===== src/dgd_pkg.sv =====
// shared types, constants and helper functions of the dtmf goertzel decoder
// no dependencies; imported by every module of the block
package dgd_pkg;

    localparam int NUM_FILT = 8;
    localparam int ADDR_W   = 3;
    localparam int Q_W      = 32;
    localparam int ENTRY_W  = 2 * Q_W;
    localparam int SAMPLE_W = 16;
    localparam int SUM_W    = 24;
    localparam int QUIET_W  = 24;
    localparam int POWER_W  = 62;
    localparam int CFG_IDX_W = 1;
    localparam int CNT_W    = 4;

    // configuration register indexes
    localparam logic [CFG_IDX_W-1:0] CFG_QUIET = 1'd0;
    localparam logic [CFG_IDX_W-1:0] CFG_POWER = 1'd1;

    // register reset values
    localparam logic [QUIET_W-1:0] QUIET_RST = 24'd49152;
    localparam logic [POWER_W-1:0] POWER_RST = 62'd134217728000;
    localparam logic [POWER_W-1:0] POWER_MAX = {POWER_W{1'b1}};

    // result status codes
    localparam logic [1:0] STATUS_NONE  = 2'd0;
    localparam logic [1:0] STATUS_KEY   = 2'd1;
    localparam logic [1:0] STATUS_MULTI = 2'd2;

    // half-lsb rounding offset for the q2.14 coefficient product
    localparam logic signed [47:0] RND_HALF = 48'sd8192;

    typedef enum logic [4:0] {
        S_CLR  = 5'b00001,
        S_IDLE = 5'b00010,
        S_UPD  = 5'b00100,
        S_PWR  = 5'b01000,
        S_DEC  = 5'b10000
    } t_state;

    // write port of the filter state memory
    typedef struct packed {
        logic               en;
        logic [ADDR_W-1:0]  addr;
        logic [ENTRY_W-1:0] data;
    } t_mem_wr;

    // tag that follows a memory read, registered so that it lines up with the read data
    typedef struct packed {
        logic              upd;
        logic              pwr;
        logic [ADDR_W-1:0] addr;
    } t_rd_tag;

    // per filter threshold result
    typedef struct packed {
        logic              vld;
        logic [ADDR_W-1:0] idx;
        logic              hit;
    } t_hit;

    // 2*cos(w) in q2.14: rows 0..3, then columns 0..3
    function automatic logic signed [15:0] coef(input logic [ADDR_W-1:0] k);
        logic signed [15:0] c;
        case (k)
            3'd0:    c = 16'sd27980;
            3'd1:    c = 16'sd26956;
            3'd2:    c = 16'sd25701;
            3'd3:    c = 16'sd24219;
            3'd4:    c = 16'sd19073;
            3'd5:    c = 16'sd16325;
            3'd6:    c = 16'sd13085;
            3'd7:    c = 16'sd9315;
            default: c = 16'sd0;
        endcase
        return c;
    endfunction

    function automatic logic [2:0] popcnt4(input logic [3:0] v);
        return 3'(v[0]) + 3'(v[1]) + 3'(v[2]) + 3'(v[3]);
    endfunction

    // index of the highest set bit of a four bit group
    function automatic logic [1:0] idx4(input logic [3:0] v);
        logic [1:0] r;
        r = 2'd0;
        if (v[1]) r = 2'd1;
        if (v[2]) r = 2'd2;
        if (v[3]) r = 2'd3;
        return r;
    endfunction

endpackage


===== src/dgd_state_ram.sv =====
// filter state memory: eight entries of {prev, prev2}
// one write and one registered read port; uses dgd_pkg
module dgd_state_ram
    import dgd_pkg::*;
(
    input  logic                i_clk,
    input  t_mem_wr             i_wr,
    input  logic                i_rd_en,
    input  logic [ADDR_W-1:0]   i_rd_addr,
    output logic [ENTRY_W-1:0]  o_rd_data
);

    logic [ENTRY_W-1:0] r_mem [NUM_FILT];
    logic [ENTRY_W-1:0] r_rd_data;

    always_ff @(posedge i_clk) begin
        if (i_wr.en) begin
            r_mem[i_wr.addr] <= i_wr.data;
        end
        if (i_rd_en) begin
            r_rd_data <= r_mem[i_rd_addr];
        end
    end

    assign o_rd_data = r_rd_data;

endmodule


===== config.mk =====
export PLATFORM = sky130hd
export DESIGN_NAME = dgd_state_ram
export DESIGN_NICKNAME = d
export VERILOG_FILES = /design/src/dgd_pkg.sv /design/src/dgd_state_ram.sv
export SDC_FILE = /design/constraint.sdc
export NUM_CORES = 1
export LEC_CHECK = 0
export CAP_MARGIN = 20
export CORE_MARGIN = 1
export CORE_UTILIZATION = 30
export DETAILED_ROUTE_END_ITERATION = 6
export DONT_BUFFER_PORTS = 1
export PLACE_DENSITY = 0.44
export SLEW_MARGIN = 5
export SYNTH_ARGS = -nofsm -noshare
export SYNTH_HDL_FRONTEND = slang
export SYNTH_SLANG_ARGS = --single-unit

===== constraint.sdc =====
create_clock -name i_clk -period 13.5 [get_ports i_clk]
set_input_delay 0.675 -clock i_clk [delete_from_list [all_inputs] [get_ports i_clk]]
set_output_delay 0.675 -clock i_clk [all_outputs]
set_load 0.01 [all_outputs]

==> flow_summary.yaml <==
setup_path:
  regToRegSetupSlack_ns: 12.07
  worst-setup-path-type: "input pin to flop"
  cp-end-kind: "flop"
  crit_required_ns: 13.73
  cp-startpoint: "i_wr[66]"
  r2r.worst_path.cells: 2
  r2r-end: "o_rd_data[63]"
  cp-endpoint: "r_mem[2][40]"
  arrival_ns: 2.52
  rr_startpoint: "r_mem[5][63]"
  crit_fanout: 45
  crit_path_start_kind: "input pin"
finish:
  multi_input_area_mm2: 0.003717
  fillers: 6513
  seqCellArea_mm2: 0.01730
  nNetsFinal: 925
  drive_above_1_share_pct: 32.07
  areaGrowthSynthToFinish_pct: 13.51
  finalInstanceArea_mm2: 0.02405
  fin_cells: 1839
placement:
  place_inst: 1732
  dpl-instance-area_mm2: 0.02227
  gp_congestion: 0.6581
  port_buffers: 0
  dp_hpwl_um: 22340
worst_hold_path:
  hold_depth: 0
  worstHoldPathType: "input pin to flop"
pwr:
  power-per-cell-area_mw_per_mm2: 153.6
  power.leakage_nw: 7.296
  peakVddDrop_v: 0.0001095
routing:
  wire_per_inst_um: 23.99
  drtIter0Drc: 492
  postRouteAntennaNets: 0
  first_pass_iters: 4
  routed_wl_um: 44120
  num_vias: 8406
  viasPerCell: 4.571
  drcViolationCount: 0
sta:
  setup_viol: 0
  relSlewSlack_pct: 40.56
  tns_ns: 0
  finalHoldViolCount: 0
  worstMarginPinSlew_ns: 0.8915
  fin_crit_sh_pct: 16.91
  rsz0062_at_grt: "false"
  period_needed_ns: 2.283
  skew_ns: 0.01590
  slew_viol_final: 0
  fmax_mhz: 438.0
die:
  io_pins: 137
  dieArea_mm2: 0.07169
  die_height_um: 267.8
  die_w_um: 267.8
  start_util_pct: 30.31
  coreArea_mm2: 0.06991
  rows: 97
synthesis:
  netlist_instances: 816
  ys_warn_count: 0
  syn_nets: 889
  ys_seq_area_share_pct: 81.63
  netlist_area_mm2: 0.02119
  postSynthAreaPerCell_um2: 25.97
  synth_seq_cells: 576
  synth.area.top_cells: "edfxtp_1 82%, mux4_2 14%, mux2_2 3.4%"
  synth_cell_types: 12
  yosysTopAreaCellShare_pct: 81.63
  synth_top_area_cell: "edfxtp_1"
grt:
  overflow: 0
  grt_pass1_wl_um: 64250
  antenna_found_initial: 0
  grt_max_degree: 129
  grt_usage_pct: 12.48
  first_global_vias: 9240
clocking:
  clock-sinks: 576
  clk_pin_slew_ns: 0.06
  cts_tree: "built"
  cts_resized: 0
  numCtsBuffers: 58
  clk_latency_ns: 0.61
  cts_setup_buffers: 0
  root_buffer: "clkbuf_16"
  htree_levels: 2
  cts_hold_buf: 0
  cts_buffer_depth: 3
outcome:
  outcome: "finished clean"
flow_run:
  max_cap_viol_count: 0
## power breakdown
group          switching (mW)  total, mW  internal (mW)
Sequential             0.0264       2.07           2.05
Combinational          0.0428      0.109         0.0666
Clock                   0.657       1.51          0.855
Total                   0.726       3.69           2.97
## cell usage after synthesis
cell type,number
nor3_1,2
buf_4,3
buf_2,3
buf_6,11
edfxtp_1,576
mux2_2,64
nand2b_1,3
clkbuf_1,9
buf_1,9
nand2_1,2
mux4_2,128
nor2_1,6
## kinds of logic after synthesis
logic type / share of synthesized area, %
DFF: 81.63
muxes: 17.01
buffers and inverters: 1.081
and+or+nand+nor: 0.2776
## layout by cell type (no fill, tap or decap)
master,synthesis,routed
nor2_4,0,6
nor3_2,0,2
mux2_2,64,64
clkinvlp_4,0,2
edfxtp_1,576,576
mux4_2,128,128
clkbuf_16,0,59
clkinv_2,0,11
inv_16,0,1
clkbuf_1,9,13
clkinv_1,0,16
buf_4,3,11
inv_6,0,1
nand2_1,2,2
bufinv_16,0,3
nand2b_1,3,3
diode_2,0,1
## per-layer routing
metal | GRT usage, % | vias to the layer above | wire (um)
li1 | - | 3584 | -
met1 | 15.26 | 4589 | 18090
met4 | 3.568 | 0 | 916
met3 | 4.591 | 69 | 3292
met5 | 0 | - | 0
met2 | 20.66 | 164 | 21820
## layout make-up
class | count | share of cell area (%)
Clock buffer | 72 | 6.342
Clock inverter | 34 | 1.035
Multi-Input combinational cell | 205 | 15.46
Tap cell | 940 | 4.890
Sequential cell | 576 | 71.92
Antenna cell | 1 | 0.01041
Timing Repair Buffer | 11 | 0.3434
## worst min-delay path by stage
stage / start / to / slack [ns]
after floorplan: r_mem[6][0] / o_rd_data[0] / 0.73
after global placement: r_mem[4][14] / o_rd_data[14] / 0.74
after detailed placement: r_mem[4][6] / o_rd_data[6] / 0.75
after CTS: i_wr[6] / r_mem[4][6] / 0.1
after global routing: i_wr[8] / r_mem[4][8] / 0.11
final: i_wr[3] / r_mem[6][3] / 0.15
## worst max-delay path, stage by stage
cell	delay [ns]
nand2b_1	0.29
nor2_4	0.73
buf_4	0.79
## flip-flops by register name, indices dropped and copies added, names as in the netlist
signal	cells
o_rd_data	64
r_mem	512
## through the flow
stage	setup slack, ns	hold slack [ns]	util [%]	power (mW)
floorplan	7.730	0.7320	-	2.210
global placement	10.50	0.7437	31.86	2.223
detailed placement	10.49	0.7479	31.86	2.224
CTS	11.16	0.09869	34.40	3.756
global route	11.10	0.1065	34.40	3.826
finish	11.22	0.1532	34.40	3.694
(Power assumes the default switching activity.)
