==> config.mk <==
export PLATFORM = sky130hd
export DESIGN_NAME = dgd_update_unit
export DESIGN_NICKNAME = d
export VERILOG_FILES = /design/src/dgd_pkg.sv /design/src/dgd_update_unit.sv
export SDC_FILE = /design/constraint.sdc
export NUM_CORES = 1
export LEC_CHECK = 0
export BUFFER_PORTS_ARGS = -buffer_cell sky130_fd_sc_hd__clkbuf_2
export CORE_MARGIN = 2
export CORE_UTILIZATION = 55
export CTS_BUF_LIST = sky130_fd_sc_hd__clkbuf_16
export CTS_CLUSTER_DIAMETER = 50
export DETAILED_ROUTE_END_ITERATION = 10
export PLACE_DENSITY = 0.76
export SKIP_LAST_GASP = 1
export SYNTH_ARGS = -nofsm -noshare
export SYNTH_HDL_FRONTEND = slang
export SYNTH_SLANG_ARGS = --single-unit
==> constraint.sdc <==
create_clock -name i_clk -period 8 [get_ports i_clk]
set_input_delay 1.6 -clock i_clk [delete_from_list [all_inputs] [get_ports i_clk]]
set_output_delay 1.6 -clock i_clk [all_outputs]
set_load 0.005 [all_outputs]
==> src/dgd_pkg.sv <==
// shared types, constants and helper functions of the dtmf goertzel decoder
// no dependencies; imported by every module of the block
package dgd_pkg;

    localparam int NUM_FILT = 8;
    localparam int ADDR_W   = 3;
    localparam int Q_W      = 32;
    localparam int ENTRY_W  = 2 * Q_W;
    localparam int SAMPLE_W = 16;
    localparam int SUM_W    = 24;
    localparam int QUIET_W  = 24;
    localparam int POWER_W  = 62;
    localparam int CFG_IDX_W = 1;
    localparam int CNT_W    = 4;

    // configuration register indexes
    localparam logic [CFG_IDX_W-1:0] CFG_QUIET = 1'd0;
    localparam logic [CFG_IDX_W-1:0] CFG_POWER = 1'd1;

    // register reset values
    localparam logic [QUIET_W-1:0] QUIET_RST = 24'd49152;
    localparam logic [POWER_W-1:0] POWER_RST = 62'd134217728000;
    localparam logic [POWER_W-1:0] POWER_MAX = {POWER_W{1'b1}};

    // result status codes
    localparam logic [1:0] STATUS_NONE  = 2'd0;
    localparam logic [1:0] STATUS_KEY   = 2'd1;
    localparam logic [1:0] STATUS_MULTI = 2'd2;

    // half-lsb rounding offset for the q2.14 coefficient product
    localparam logic signed [47:0] RND_HALF = 48'sd8192;

    typedef enum logic [4:0] {
        S_CLR  = 5'b00001,
        S_IDLE = 5'b00010,
        S_UPD  = 5'b00100,
        S_PWR  = 5'b01000,
        S_DEC  = 5'b10000
    } t_state;

    // write port of the filter state memory
    typedef struct packed {
        logic               en;
        logic [ADDR_W-1:0]  addr;
        logic [ENTRY_W-1:0] data;
    } t_mem_wr;

    // tag that follows a memory read, registered so that it lines up with the read data
    typedef struct packed {
        logic              upd;
        logic              pwr;
        logic [ADDR_W-1:0] addr;
    } t_rd_tag;

    // per filter threshold result
    typedef struct packed {
        logic              vld;
        logic [ADDR_W-1:0] idx;
        logic              hit;
    } t_hit;

    // 2*cos(w) in q2.14: rows 0..3, then columns 0..3
    function automatic logic signed [15:0] coef(input logic [ADDR_W-1:0] k);
        logic signed [15:0] c;
        case (k)
            3'd0:    c = 16'sd27980;
            3'd1:    c = 16'sd26956;
            3'd2:    c = 16'sd25701;
            3'd3:    c = 16'sd24219;
            3'd4:    c = 16'sd19073;
            3'd5:    c = 16'sd16325;
            3'd6:    c = 16'sd13085;
            3'd7:    c = 16'sd9315;
            default: c = 16'sd0;
        endcase
        return c;
    endfunction

    function automatic logic [2:0] popcnt4(input logic [3:0] v);
        return 3'(v[0]) + 3'(v[1]) + 3'(v[2]) + 3'(v[3]);
    endfunction

    // index of the highest set bit of a four bit group
    function automatic logic [1:0] idx4(input logic [3:0] v);
        logic [1:0] r;
        r = 2'd0;
        if (v[1]) r = 2'd1;
        if (v[2]) r = 2'd2;
        if (v[3]) r = 2'd3;
        return r;
    endfunction

endpackage

==> src/dgd_update_unit.sv <==
// goertzel recurrence for one filter per cycle: q0 = x + round(c*q1) - q2
// two stages from memory read data to write-back; uses dgd_pkg
module dgd_update_unit
    import dgd_pkg::*;
(
    input  logic                       i_clk,
    input  logic                       i_rst_n,
    input  logic                       i_rd_vld,
    input  logic [ADDR_W-1:0]          i_rd_addr,
    input  logic [ENTRY_W-1:0]         i_rd_data,
    input  logic signed [SAMPLE_W-1:0] i_sample,
    output t_mem_wr                    o_wr
);

    logic signed [Q_W-1:0] q1_in;
    logic signed [47:0]    n_prod;

    logic                  r_vld;
    logic [ADDR_W-1:0]     r_addr;
    logic signed [47:0]    r_prod;
    logic signed [Q_W-1:0] r_q1;
    logic signed [Q_W-1:0] r_q2;

    logic signed [47:0]    rnd;
    logic signed [33:0]    sc;
    logic signed [35:0]    q0_wide;
    logic signed [Q_W-1:0] q0;

    // stage a: coefficient product
    assign q1_in  = $signed(i_rd_data[ENTRY_W-1:Q_W]);
    assign n_prod = coef(i_rd_addr) * q1_in;

    always_ff @(posedge i_clk) begin
        if (!i_rst_n) begin
            r_vld <= 1'b0;
        end else begin
            r_vld <= i_rd_vld;
        end
    end

    always_ff @(posedge i_clk) begin
        r_addr <= i_rd_addr;
        r_prod <= n_prod;
        r_q1   <= q1_in;
        r_q2   <= $signed(i_rd_data[Q_W-1:0]);
    end

    // stage b: round, sum, saturate
    always_comb begin
        rnd     = r_prod + RND_HALF;
        sc      = rnd[47:14];
        q0_wide = 36'(i_sample) + 36'(sc) - 36'(r_q2);
        if (q0_wide[35:31] == 5'b00000 || q0_wide[35:31] == 5'b11111) begin
            q0 = q0_wide[Q_W-1:0];
        end else if (q0_wide[35]) begin
            q0 = {1'b1, {(Q_W-1){1'b0}}};
        end else begin
            q0 = {1'b0, {(Q_W-1){1'b1}}};
        end
    end

    assign o_wr.en   = r_vld;
    assign o_wr.addr = r_addr;
    assign o_wr.data = {q0, r_q1};

endmodule

==> metrics.md, run 1 <==
| Metric | Value |
|---|---|
| # port buffers | 153 |
| Cell chosen for the clock root | sky130_fd_sc_hd__clkbuf_16 |
| Synthesized area | 0.0224 sq mm |
| Final core occ | 64.1% |
| Number of synthesized register bits | 103 |
| Max Clk Rate | around 130 MHz |
| Ratio of routed vias to standard cells | 5.35 |
| Crit. End Element | flip-flop |
| Number of buffers on the longest clock path | 2 |
| Residual DRC | 0 |
| Routed Antenna Nets | 0 |
| Final Slew Violations | 0 |
| Mean area per synthesized cell | 9.17 sq um |
| Proportion of synthesized flip-flops having asynchronous set or reset | 0% |
| Count of standard-cell rows | 73 |
| Pin count of the biggest net entering global routing | 32 |
| Leading area contributor after synthesis | sky130_fd_sc_hd__fa_1 |
| Final Cycle Share | 98.2% |
| Vias in the first global route | 18630 |
| DIE HEIGHT | 206 um |
| Final Wtd Congestion | 0.956 |
| Final design area excluding fillers | 0.0256 sq mm |
| H-tree depth | 3 |
| Hold violation total from the final report | 0 |
| CP Data Arrival Time | roughly 8100 ps |
| Crit path to | r_prod[40]$_DFF_P_ |
| Total placed instance area | roughly 0.025 sq mm |
| Nature of the critical path startpoint | primary input |
| First-pass iteration count of the detailed router | 5 |
| Measured slew at the worst slew-check pin | 790 ps |
| Share of the synthesized area in the top cell type | 43.6% |
| Worst hold margin | roughly 1300 ps |
| Overflow after GRT | 0 |
| Post-DR wirelength/cell | 17.6 um |
| Post-Syn Nets | 3166 |
| TritonCTS clock tree | yes |
| NumNets Final | 3430 |
| Top post-synthesis cells by count | 525 x sky130_fd_sc_hd__inv_1, 487 x sky130_fd_sc_hd__fa_1, 318 x sky130_fd_sc_hd__nand2_1, 195 x sky130_fd_sc_hd__and2_1, 154 x sky130_fd_sc_hd__ha_1 |
| Count of endpoints failing setup in the final report | 0 |
| Clk sink count | 103 |
| Worst hold path class | in2reg |
| Die Width | 206 um |
| Critical path fanouts, max | 6 |
| Die area | 0.0423 sq mm |
| Setup crit start | i_rd_addr[0] |
| Distinct cells, synth | 67 |
| Warnings from Yosys | 0 |
| P&R area growth vs syn | 14.5% |
| Core Area | 0.0399 sq mm |
| Outcome | finished, final reports clean |
| Final critical path time including I/O delays and setup | 7850 ps |
| Sequential area share after synthesis | 9.22% |
| Startpoint-to-endpoint class of the critical path | in2reg |
| Initial detailed-routing violation count | 1141 |
| Antenna violations before repair | 0 |
| # fillers | approximately 3200 |
| Routed vias | 17292 |
| EDFF count, synth | 0 |
| Most used flip-flop cell after synthesis | sky130_fd_sc_hd__dfxtp_1 |
| Post-CTS Hold Fix Bufs | 0 |
| Headroom to the max-slew limit | 47.3% |
| Total clock buffers created by CTS | 9 |
| Worst endpoint required time | 8270 ps |
| Maximum Capacitance Violations | 0 |
| Post-detailed-routing wire length | between 50000 and 60000 um |
| Starting utilization of the core area | 56.0% |
| I/O Pins | 154 |
| Global-route usage over all layers | 28.0% |
| Cell types occupying the most area after synthesis | sky130_fd_sc_hd__fa_1 44%, sky130_fd_sc_hd__dfxtp_1 9.2%, sky130_fd_sc_hd__inv_1 8.8%, sky130_fd_sc_hd__ha_1 8.6%, sky130_fd_sc_hd__and2_1 5.5% |
| Clock Pin Slew Worst Setup and Hold Paths | 80 ps |
| Post-Synthesis Cells | 2439 |
| Wire length of the first global-routing pass | around 92000 um |
| Count leader, synth | sky130_fd_sc_hd__inv_1 |
| HPWL after DPL | ~47000 um |
| Setup repair after global routing missed its margin | true |
| Fraction of final layout cells sized beyond drive strength 1 | 16.2% |
placed cells by master (no fill, tap or decap), types with 40 or more instances in the layout:
cell | Yosys | final
sky130_fd_sc_hd__inv_1 | 525 | 523
sky130_fd_sc_hd__fa_1 | 487 | 480
sky130_fd_sc_hd__nand2_1 | 318 | 313
sky130_fd_sc_hd__and2_1 | 195 | 195
sky130_fd_sc_hd__buf_4 | 3 | 185
sky130_fd_sc_hd__clkbuf_2 | 0 | 151
sky130_fd_sc_hd__ha_1 | 154 | 149
sky130_fd_sc_hd__dfxtp_1 | 103 | 103
sky130_fd_sc_hd__xnor2_1 | 64 | 64
sky130_fd_sc_hd__a21oi_1 | 66 | 61
sky130_fd_sc_hd__a21o_1 | 55 | 55
sky130_fd_sc_hd__nor2b_1 | 40 | 40
worst min-delay path by stage:
| stage | from | slack [ps] | to | cells after the start |
|---|---|---|---|---|
| global placement | i_rd_data[23] | 1700 | r_q2[23]$_DFF_P_ | 1 |
| detailed placement | i_rd_data[11] | 1700 | r_q2[11]$_DFF_P_ | 1 |
| CTS | i_rd_data[5] | 1280 | r_q2[5]$_DFF_P_ | 1 |
| finish | i_rd_data[7] | 1300 | r_q2[7]$_DFF_P_ | 1 |
| floorplan | i_rd_addr[0] | 1630 | r_addr[0]$_DFF_P_ | 0 |
| global route | i_rd_data[12] | 1280 | r_q2[12]$_DFF_P_ | 1 |
worst max-delay path: stages:
cell and delay (ps):
sky130_fd_sc_hd__clkbuf_4 140, sky130_fd_sc_hd__inv_2 70, sky130_fd_sc_hd__buf_4 130, sky130_fd_sc_hd__ha_2 200
sky130_fd_sc_hd__o21ai_4 210, sky130_fd_sc_hd__buf_12 170, sky130_fd_sc_hd__buf_12 110, sky130_fd_sc_hd__nand2_1 70
sky130_fd_sc_hd__fa_1 490, sky130_fd_sc_hd__fa_1 530, sky130_fd_sc_hd__fa_1 550, sky130_fd_sc_hd__inv_1 60
sky130_fd_sc_hd__fa_1 450, sky130_fd_sc_hd__fa_1 530, sky130_fd_sc_hd__inv_1 50, sky130_fd_sc_hd__fa_1 480
sky130_fd_sc_hd__inv_1 50, sky130_fd_sc_hd__ha_1 200, sky130_fd_sc_hd__a21oi_2 180, sky130_fd_sc_hd__o21ai_1 110
sky130_fd_sc_hd__a221oi_2 220, sky130_fd_sc_hd__buf_4 150, sky130_fd_sc_hd__o21ai_1 80, sky130_fd_sc_hd__o41ai_2 390
sky130_fd_sc_hd__a21oi_2 120, sky130_fd_sc_hd__a221o_2 460, sky130_fd_sc_hd__a31oi_2 230, sky130_fd_sc_hd__a311oi_2 70
per-layer routing:
layer	wire length, um	part of all wire (%)	GRT usage (%)	vias to the layer above
met1	23600	41	37.4	8547
met3	5240	9.2	6.32	97
li1	-	-	-	7903
met2	27000	47	46.1	745
met5	0	0	0	-
met4	1120	2.0	7.43	0
metrics by stage:
stage,worst slack (ps),setup TNS (ps),instances
detailed placement,-365,-3710,3208
finish,148,0,3233
global placement,-211,-1060,3208
global route,-65.2,-717,3232
CTS,48.4,0,3223
floorplan,5.16,0,2439
logic make-up after synthesis:
kind of cell / Yosys count / share of synthesized area [%]
AO/OA/AOI/OAI: 262 / 8.21
XOR/XNOR: 101 / 3.96
adder cells (fa/ha/maj): 641 / 52.2
buffers and inverters: 626 / 10.7
flip-flops: 103 / 9.22
multiplexers: 3 / 0.134
AND/OR/NAND/NOR: 703 / 15.5
sequential cells by signal, summed over array words and instances (netlist names):
register,flops
r_addr,3
r_prod,35
r_vld,1
r_q2,32
r_q1,32
what timing repair did:
action                                  4_1_cts  5_1_grt
resized for setup                             0       63
setup buffers                                 0        7
endpoints found under the setup margin        0       21
cell type report:
cell class / count / area [sq um] / area share (%)
multi-input combinational: 1711 / 18200 / 71.0
clock buffer: 9 / 225 / 0.880
clock inverter: 6 / 75.1 / 0.293
sequential: 103 / 2060 / 8.05
inverter: 525 / 1970 / 7.71
antenna: 1 / 2.50 / 0.00977
timing repair buffer: 353 / 2430 / 9.49
tap: 525 / 657 / 2.57
Power of run 1 is left out: the tool's default activity adds up to more than one toggle a clock period on the data nets, which glitch-free logic cannot reach.
==> run 2, diff against run 1 <==
clock period = 6.33 ns   (was 8 ns; I/O delays follow)
==> run 2 against run 1 <==
Against the previous run: the run now ends with negative setup slack left; setup slack got worse by 1100 ps; cell count increased by 4.9%; core utilization rose by 7.3 points; cell area increased by 11%.
==> metrics.md, run 2 (synthesis gave the netlist of run 1 again) <==
| Metric | Value |
|---|---|
| Total clock buffers created by CTS | 9 (unchanged) |
| Startpoint-to-endpoint class of the critical path | in2reg (unchanged) |
| Final Slew Violations | 0 (unchanged) |
| NumNets Final | 3590 (was 3430) |
| Vias in the first global route | 19876 (was 18630) |
| HPWL after DPL | 49500 um (was 47100 um) |
| Worst hold path class | in2reg (unchanged) |
| Commonest non-fill, non-tap cells in the layout | 496 x sky130_fd_sc_hd__inv_1, 459 x sky130_fd_sc_hd__fa_1, 293 x sky130_fd_sc_hd__nand2_1, 289 x sky130_fd_sc_hd__buf_4, 183 x sky130_fd_sc_hd__and2_1 (was 523 x sky130_fd_sc_hd__inv_1, 480 x sky130_fd_sc_hd__fa_1, 313 x sky130_fd_sc_hd__nand2_1, 195 x sky130_fd_sc_hd__and2_1, 185 x sky130_fd_sc_hd__buf_4) |
| Post-DR wirelength/cell | 18.7 um (was 17.6 um) |
| Cell chosen for the clock root | sky130_fd_sc_hd__clkbuf_16 (unchanged) |
| Fraction of final layout cells sized beyond drive strength 1 | 28.6% (was 16.2%) |
| Register cell area after layout | 0.00207 sq mm (was 0.00206 sq mm) |
| Antenna violations before repair | 0 (unchanged) |
| CP Data Arrival Time | 7570 ps (was 8120 ps) |
| H-tree depth | 3 (unchanged) |
| Die area | 0.0423 sq mm (unchanged) |
| Worst endpoint required time | 6620 ps (was 8270 ps) |
| Headroom to the max-slew limit | 69.7% (was 47.3%) |
| Count of standard-cell rows | 73 (unchanged) |
| Post-detailed-routing wire length | 63400 um (was 56900 um) |
| Maximum Capacitance Violations | 0 (unchanged) |
| Antenna fix cells | 0 (was 1) |
| Sum Neg Setup Slack | -22410 ps (was 0 ps) |
| Routed vias | 18390 (was 17292) |
| Residual DRC | 0 (unchanged) |
| Die Width | 206 um (unchanged) |
| Overflow after GRT | 0 (unchanged) |
| Global-route usage over all layers | 30.6% (was 28.0%) |
| Post-CTS Hold Fix Bufs | 0 (unchanged) |
| Routed Antenna Nets | 0 (unchanged) |
| Area of the multi-input gates | 0.0194 sq mm (was 0.0182 sq mm) |
| Starting utilization of the core area | 56.0% (unchanged) |
| Clk sink count | 103 (unchanged) |
| Pin count of the biggest net entering global routing | 31 (was 32) |
| Violated checks | negative setup slack |
| Final Wtd Congestion | 0.958 (was 0.956) |
| Wire length of the first global-routing pass | 100000 um (was 92400 um) |
| Critical path fanouts, max | 4 (was 6) |
| Core Area | 0.0399 sq mm (unchanged) |
| Nature of the critical path startpoint | primary input (unchanged) |
| Number of buffers on the longest clock path | 2 (unchanged) |
| I/O Pins | 154 (unchanged) |
| Register bank with the most flops | r_prod (unchanged) |
| First-pass iteration count of the detailed router | 5 (unchanged) |
| Initial detailed-routing violation count | 1179 (was 1141) |
| Clock Pin Slew Worst Setup and Hold Paths | 80 ps (about the same) |
| Number of flip-flops under the largest register name | 35 (unchanged) |
| Count of endpoints failing setup in the final report | 34 (was 0) |
| Final Cycle Share | 115% |
| # fillers | 2708 (was 3222) |
| Worst hold margin | 961 ps (was 1300 ps) |
| Final critical path time including I/O delays and setup | 7280 ps |
| DIE HEIGHT | 206 um (unchanged) |
| P&R area growth vs syn | 27.6% (was 14.5%) |
| Largest registers | r_prod (35), r_q1 (32), r_q2 (32) (unchanged) |
| Crit. End Element | flip-flop (unchanged) |
| Setup repair after global routing missed its margin | true (unchanged) |
| TritonCTS clock tree | yes (unchanged) |
| Measured slew at the worst slew-check pin | 454 ps (was 790 ps) |
| Hold violation total from the final report | 0 (unchanged) |
| Most common library cell in the layout ignoring fill and taps | sky130_fd_sc_hd__inv_1 (unchanged) |
| Max Clk Rate | 137 MHz |
| Final Worst Setup Slack | -948 ps (was 148 ps) |
| # port buffers | 153 (unchanged) |
| Ratio of routed vias to standard cells | 5.42 (was 5.35) |
| Outcome | complete, but fails checks (was finished, final reports clean) |
==> run 2: cell types whose count changed in the layout (fill, tap and decap cells not counted), sizes merged <==
| cell | change |
|---|---|
| diode | -1 |
| clkinvlp | +1 |
| buf | +165 |
| inv | -1 |
| clkinv | +2 |
| bufinv | -1 |
| a41oi | -1 |
| clkbuf | -4 |
==> run 2: cell type report <==
cell class / instances / area share (%)
multi-input combinational: 1710 / 68.1
timing repair buffer: 514 / 14.4
sequential: 103 / 7.26
inverter: 525 / 6.97
tap: 525 / 2.30
clock buffer: 9 / 0.790
clock inverter: 7 / 0.145
==> run 2: worst max-delay path, stage by stage <==
cell and delay (ps):
sky130_fd_sc_hd__clkbuf_8 120, sky130_fd_sc_hd__clkinvlp_4 160, sky130_fd_sc_hd__buf_6 180, sky130_fd_sc_hd__o21ai_4 220, sky130_fd_sc_hd__buf_6 160, sky130_fd_sc_hd__buf_4 120, sky130_fd_sc_hd__nand2_1 80, sky130_fd_sc_hd__fa_1 520
sky130_fd_sc_hd__inv_1 50, sky130_fd_sc_hd__fa_1 480, sky130_fd_sc_hd__fa_1 530, sky130_fd_sc_hd__fa_1 510, sky130_fd_sc_hd__fa_1 510, sky130_fd_sc_hd__inv_1 50, sky130_fd_sc_hd__fa_1 500, sky130_fd_sc_hd__inv_1 70
sky130_fd_sc_hd__ha_4 220, sky130_fd_sc_hd__a21o_1 180, sky130_fd_sc_hd__buf_4 140, sky130_fd_sc_hd__buf_4 130, sky130_fd_sc_hd__a31oi_1 160, sky130_fd_sc_hd__nor3_1 80, sky130_fd_sc_hd__nor2_1 170, sky130_fd_sc_hd__o41ai_4 110
sky130_fd_sc_hd__or3_4 340, sky130_fd_sc_hd__a311o_1 330, sky130_fd_sc_hd__xor2_1 160
==> run 2: final timing paths <==
| kind | startpoint | end | slack, ps | cells past startpoint |
|---|---|---|---|---|
| setup / recovery | i_rd_addr[2] | r_prod[41]$_DFF_P_ | -950 | 27 |
| hold / removal | i_rd_data[17] | r_q2[17]$_DFF_P_ | 960 | 1 |
==> run 2: repair_timing <==
action                     CTS  global route
hold endpoints to repair     0             0
buffers inserted            45            29
resized for setup          154           138
pin swaps                   94            78
setup endpoints to repair   66            66
gates cloned                 3             2
==> run 2: layer usage <==
metal	vias up	global-route usage [%]	wire, um
li1	8214	-	-
met1	9200	39.4	25500
met2	791	51.6	31000
met3	185	5.99	4690
met4	0	10.9	2200
met5	-	0	0
==> run 2: metrics by stage <==
step,utilization (%),worst slack (ps),cells,cell area (sq um)
after floorplan,-,-833,2439,23100
after global placement,65.9,-1340,3301,26300
after detailed placement,65.9,-1530,3301,26300
after CTS,69.3,-811,3362,27600
after global routing,71.5,-1110,3393,28500
final,71.5,-948,3393,28500
Power of run 2 is left out for the same reason.
==> run 3, diff against run 2 <==
GPL_TIMING_DRIVEN = 0   (was not set)
==> run 3 against run 2 <==
Against the previous run: non-clock buffer count shrank 138; first-iteration DRC count grew 23%; via count shrank 1.2%; maximum frequency shrank 1.3%; core utilization shrank 2.1 points; the flow still finishes with violations (negative setup slack).
==> metrics.md, run 3 (synthesis gave the netlist of run 1 again) <==
| Metric | Value |
|---|---|
| Outcome | complete, but fails checks (unchanged) |
| Violated checks | negative setup slack (unchanged) |
| Measured slew at the worst slew-check pin | 741 ps (was 454 ps) |
| Final Cycle Share | 116% (was 115%) |
| Residual DRC | 0 (unchanged) |
| Final Slew Violations | 0 (unchanged) |
| CP Data Arrival Time | 7640 ps (was 7570 ps) |
| Final Worst Setup Slack | -1040 ps (was -948 ps) |
| Setup crit start | i_rd_addr[2] (unchanged) |
| Met1 usage | 41.6% (was 39.4%) |
| I/O Pins | 154 (unchanged) |
| P&R area growth vs syn | 23.8% (was 27.6%) |
| Headroom to the max-slew limit | 50.6% (was 69.7%) |
| Pin count of the biggest net entering global routing | 20 (was 31) |
| Routed Antenna Nets | 0 (unchanged) |
| Global-route usage over all layers | 32.7% (was 30.6%) |
| Overflow after GRT | 0 (unchanged) |
| Max Clk Rate | 136 MHz (was 137 MHz) |
| Worst endpoint required time | 6600 ps (was 6620 ps) |
| Final Wtd Congestion | 0.996 (was 0.958) |
| Worst path buffer plus inverter count | 9 (was 10) |
| Post-CTS Hold Fix Bufs | 0 (unchanged) |
| Commonest non-fill, non-tap cells in the layout | 492 x sky130_fd_sc_hd__inv_1, 456 x sky130_fd_sc_hd__fa_1, 286 x sky130_fd_sc_hd__nand2_1, 183 x sky130_fd_sc_hd__and2_1, 148 x sky130_fd_sc_hd__clkbuf_2 (was 496 x sky130_fd_sc_hd__inv_1, 459 x sky130_fd_sc_hd__fa_1, 293 x sky130_fd_sc_hd__nand2_1, 289 x sky130_fd_sc_hd__buf_4, 183 x sky130_fd_sc_hd__and2_1) |
| NumNets Final | 3452 (was 3590) |
| Routed vias | 18177 (was 18390) |
| Worst hold path class | in2reg (unchanged) |
| Register bank with the most flops | r_prod (unchanged) |
| Clock Pin Slew Worst Setup and Hold Paths | 90 ps (was 80 ps) |
| DIE HEIGHT | 206 um (unchanged) |
| Final critical path time including I/O delays and setup | 7370 ps (was 7280 ps) |
| Count of endpoints failing setup in the final report | 35 (was 34) |
| Number of buffers on the longest clock path | 2 (unchanged) |
| Fraction of final layout cells sized beyond drive strength 1 | 24.4% (was 28.6%) |
| Met3 usage in global routing | 7.24% (was 5.99%) |
| Startpoint-to-endpoint class of the critical path | in2reg (unchanged) |
| Crit path to | r_prod[46]$_DFF_P_ (was r_prod[41]$_DFF_P_) |
| Initial detailed-routing violation count | 1452 (was 1179) |
| Wire length of the first global-routing pass | 105000 um (was 100000 um) |
| Vias in the first global route | 19801 (was 19876) |
| Number of flip-flops under the largest register name | 35 (unchanged) |
| Total clock buffers created by CTS | 9 (unchanged) |
| Busiest layer in global routing | met2 (unchanged) |
| Max stage delay on crit path | 590 ps (was 530 ps) |
| Largest registers | r_prod (35), r_q1 (32), r_q2 (32) (unchanged) |
| Die area | 0.0423 sq mm (unchanged) |
| Crit. End Element | flip-flop (unchanged) |
| Met2 demand-to-capacity share in global routing | 54.1% (was 51.6%) |
| Maximum Capacitance Violations | 0 (unchanged) |
| Post-detailed-routing wire length | 66800 um (was 63400 um) |
| HPWL after DPL | 51000 um (was 49500 um) |
| Post-DR wirelength/cell | 20.5 um (was 18.7 um) |
| Ratio of routed vias to standard cells | 5.58 (was 5.42) |
| H-tree depth | 3 (unchanged) |
| Count of standard-cell rows | 73 (unchanged) |
| Gate family responsible for the most delay along the worst path | adder cells (unchanged) |
| Slowest cell on the critical path | sky130_fd_sc_hd__fa_1 (unchanged) |
| Most common library cell in the layout ignoring fill and taps | sky130_fd_sc_hd__inv_1 (unchanged) |
| Starting utilization of the core area | 56.0% (unchanged) |
| Levels on crit path | 27 (unchanged) |
| Cell repeated most along the worst path | sky130_fd_sc_hd__fa_1 (unchanged) |
| TritonCTS clock tree | yes (unchanged) |
| Nature of the critical path startpoint | primary input (unchanged) |
| Setup repair after global routing missed its margin | true (unchanged) |
| Die Width | 206 um (unchanged) |
| # port buffers | 153 (unchanged) |
| First-pass iteration count of the detailed router | 5 (unchanged) |
| Critical path fanouts, max | 9 (was 4) |
| Cell chosen for the clock root | sky130_fd_sc_hd__clkbuf_16 (unchanged) |
| Clk sink count | 103 (unchanged) |
| Core Area | 0.0399 sq mm (unchanged) |
| Antenna violations before repair | 5 (was 0) |
| Hold Crit Depth | 1 (unchanged) |
| Hold violation total from the final report | 0 (unchanged) |
| Placement-stage worst setup slack | -2650 ps (was -1530 ps) |
[run 3: changes by cell type in the layout (fill, tap and decap cells not counted), sizes merged]
cell | previous run | this run
buf | 364 | 165
clkbuf | 159 | 220
clkinv | 2 | 3
inv | 528 | 526
diode | 0 | 2
clkinvlp | 2 | 3
[run 3: area by class of cell]
class,count,area [sq um]
timing repair buffer,292,2170
antenna,2,5.00
buffer,84,846
clock inverter,7,56.3
clock buffer,9,225
sequential,103,2070
inverter,525,1990
tap,525,657
multi-input combinational,1710,19700
fill,3004,12200
[run 3: worst min path at each step]
stage                        endpoint          start  slack, ps
global placement     r_q2[27]$_DFF_P_  i_rd_data[27]       1370
finish               r_q2[25]$_DFF_P_  i_rd_data[25]        950
detailed placement   r_q2[13]$_DFF_P_  i_rd_data[13]       1370
CTS                  r_q2[30]$_DFF_P_  i_rd_data[30]        940
global route         r_q2[23]$_DFF_P_  i_rd_data[23]        940
floorplan           r_addr[0]$_DFF_P_   i_rd_addr[0]       1290
[run 3: routing by layer]
metal	up-vias	wire length [um]
met5	-	27
li1	7937	-
met4	2	3000
met1	9085	25700
met3	216	6450
met2	937	31600
[run 3: repair_timing]
| action | 4_1_cts | 5_1_grt |
|---|---|---|
| endpoints found under the setup margin | 67 | 66 |
| resized for setup | 260 | 160 |
| pin swaps | 148 | 111 |
| buffers inserted | 98 | 34 |
| hold endpoints to repair | 0 | 0 |
| gates cloned | 5 | 4 |
[run 3: stage by stage]
step	util, %	setup TNS, ps	instances	instance area (sq um)	hold slack (ps)
CTS	67.1	-20980	3221	26800	936
global placement	61.5	-77910	3117	24500	1370
global route	69.3	-34260	3255	27700	940
detailed placement	61.5	-81330	3117	24500	1370
floorplan	-	-12720	2439	23100	1290
finish	69.3	-24330	3257	27700	952
Power of run 3 is left out for the same reason.
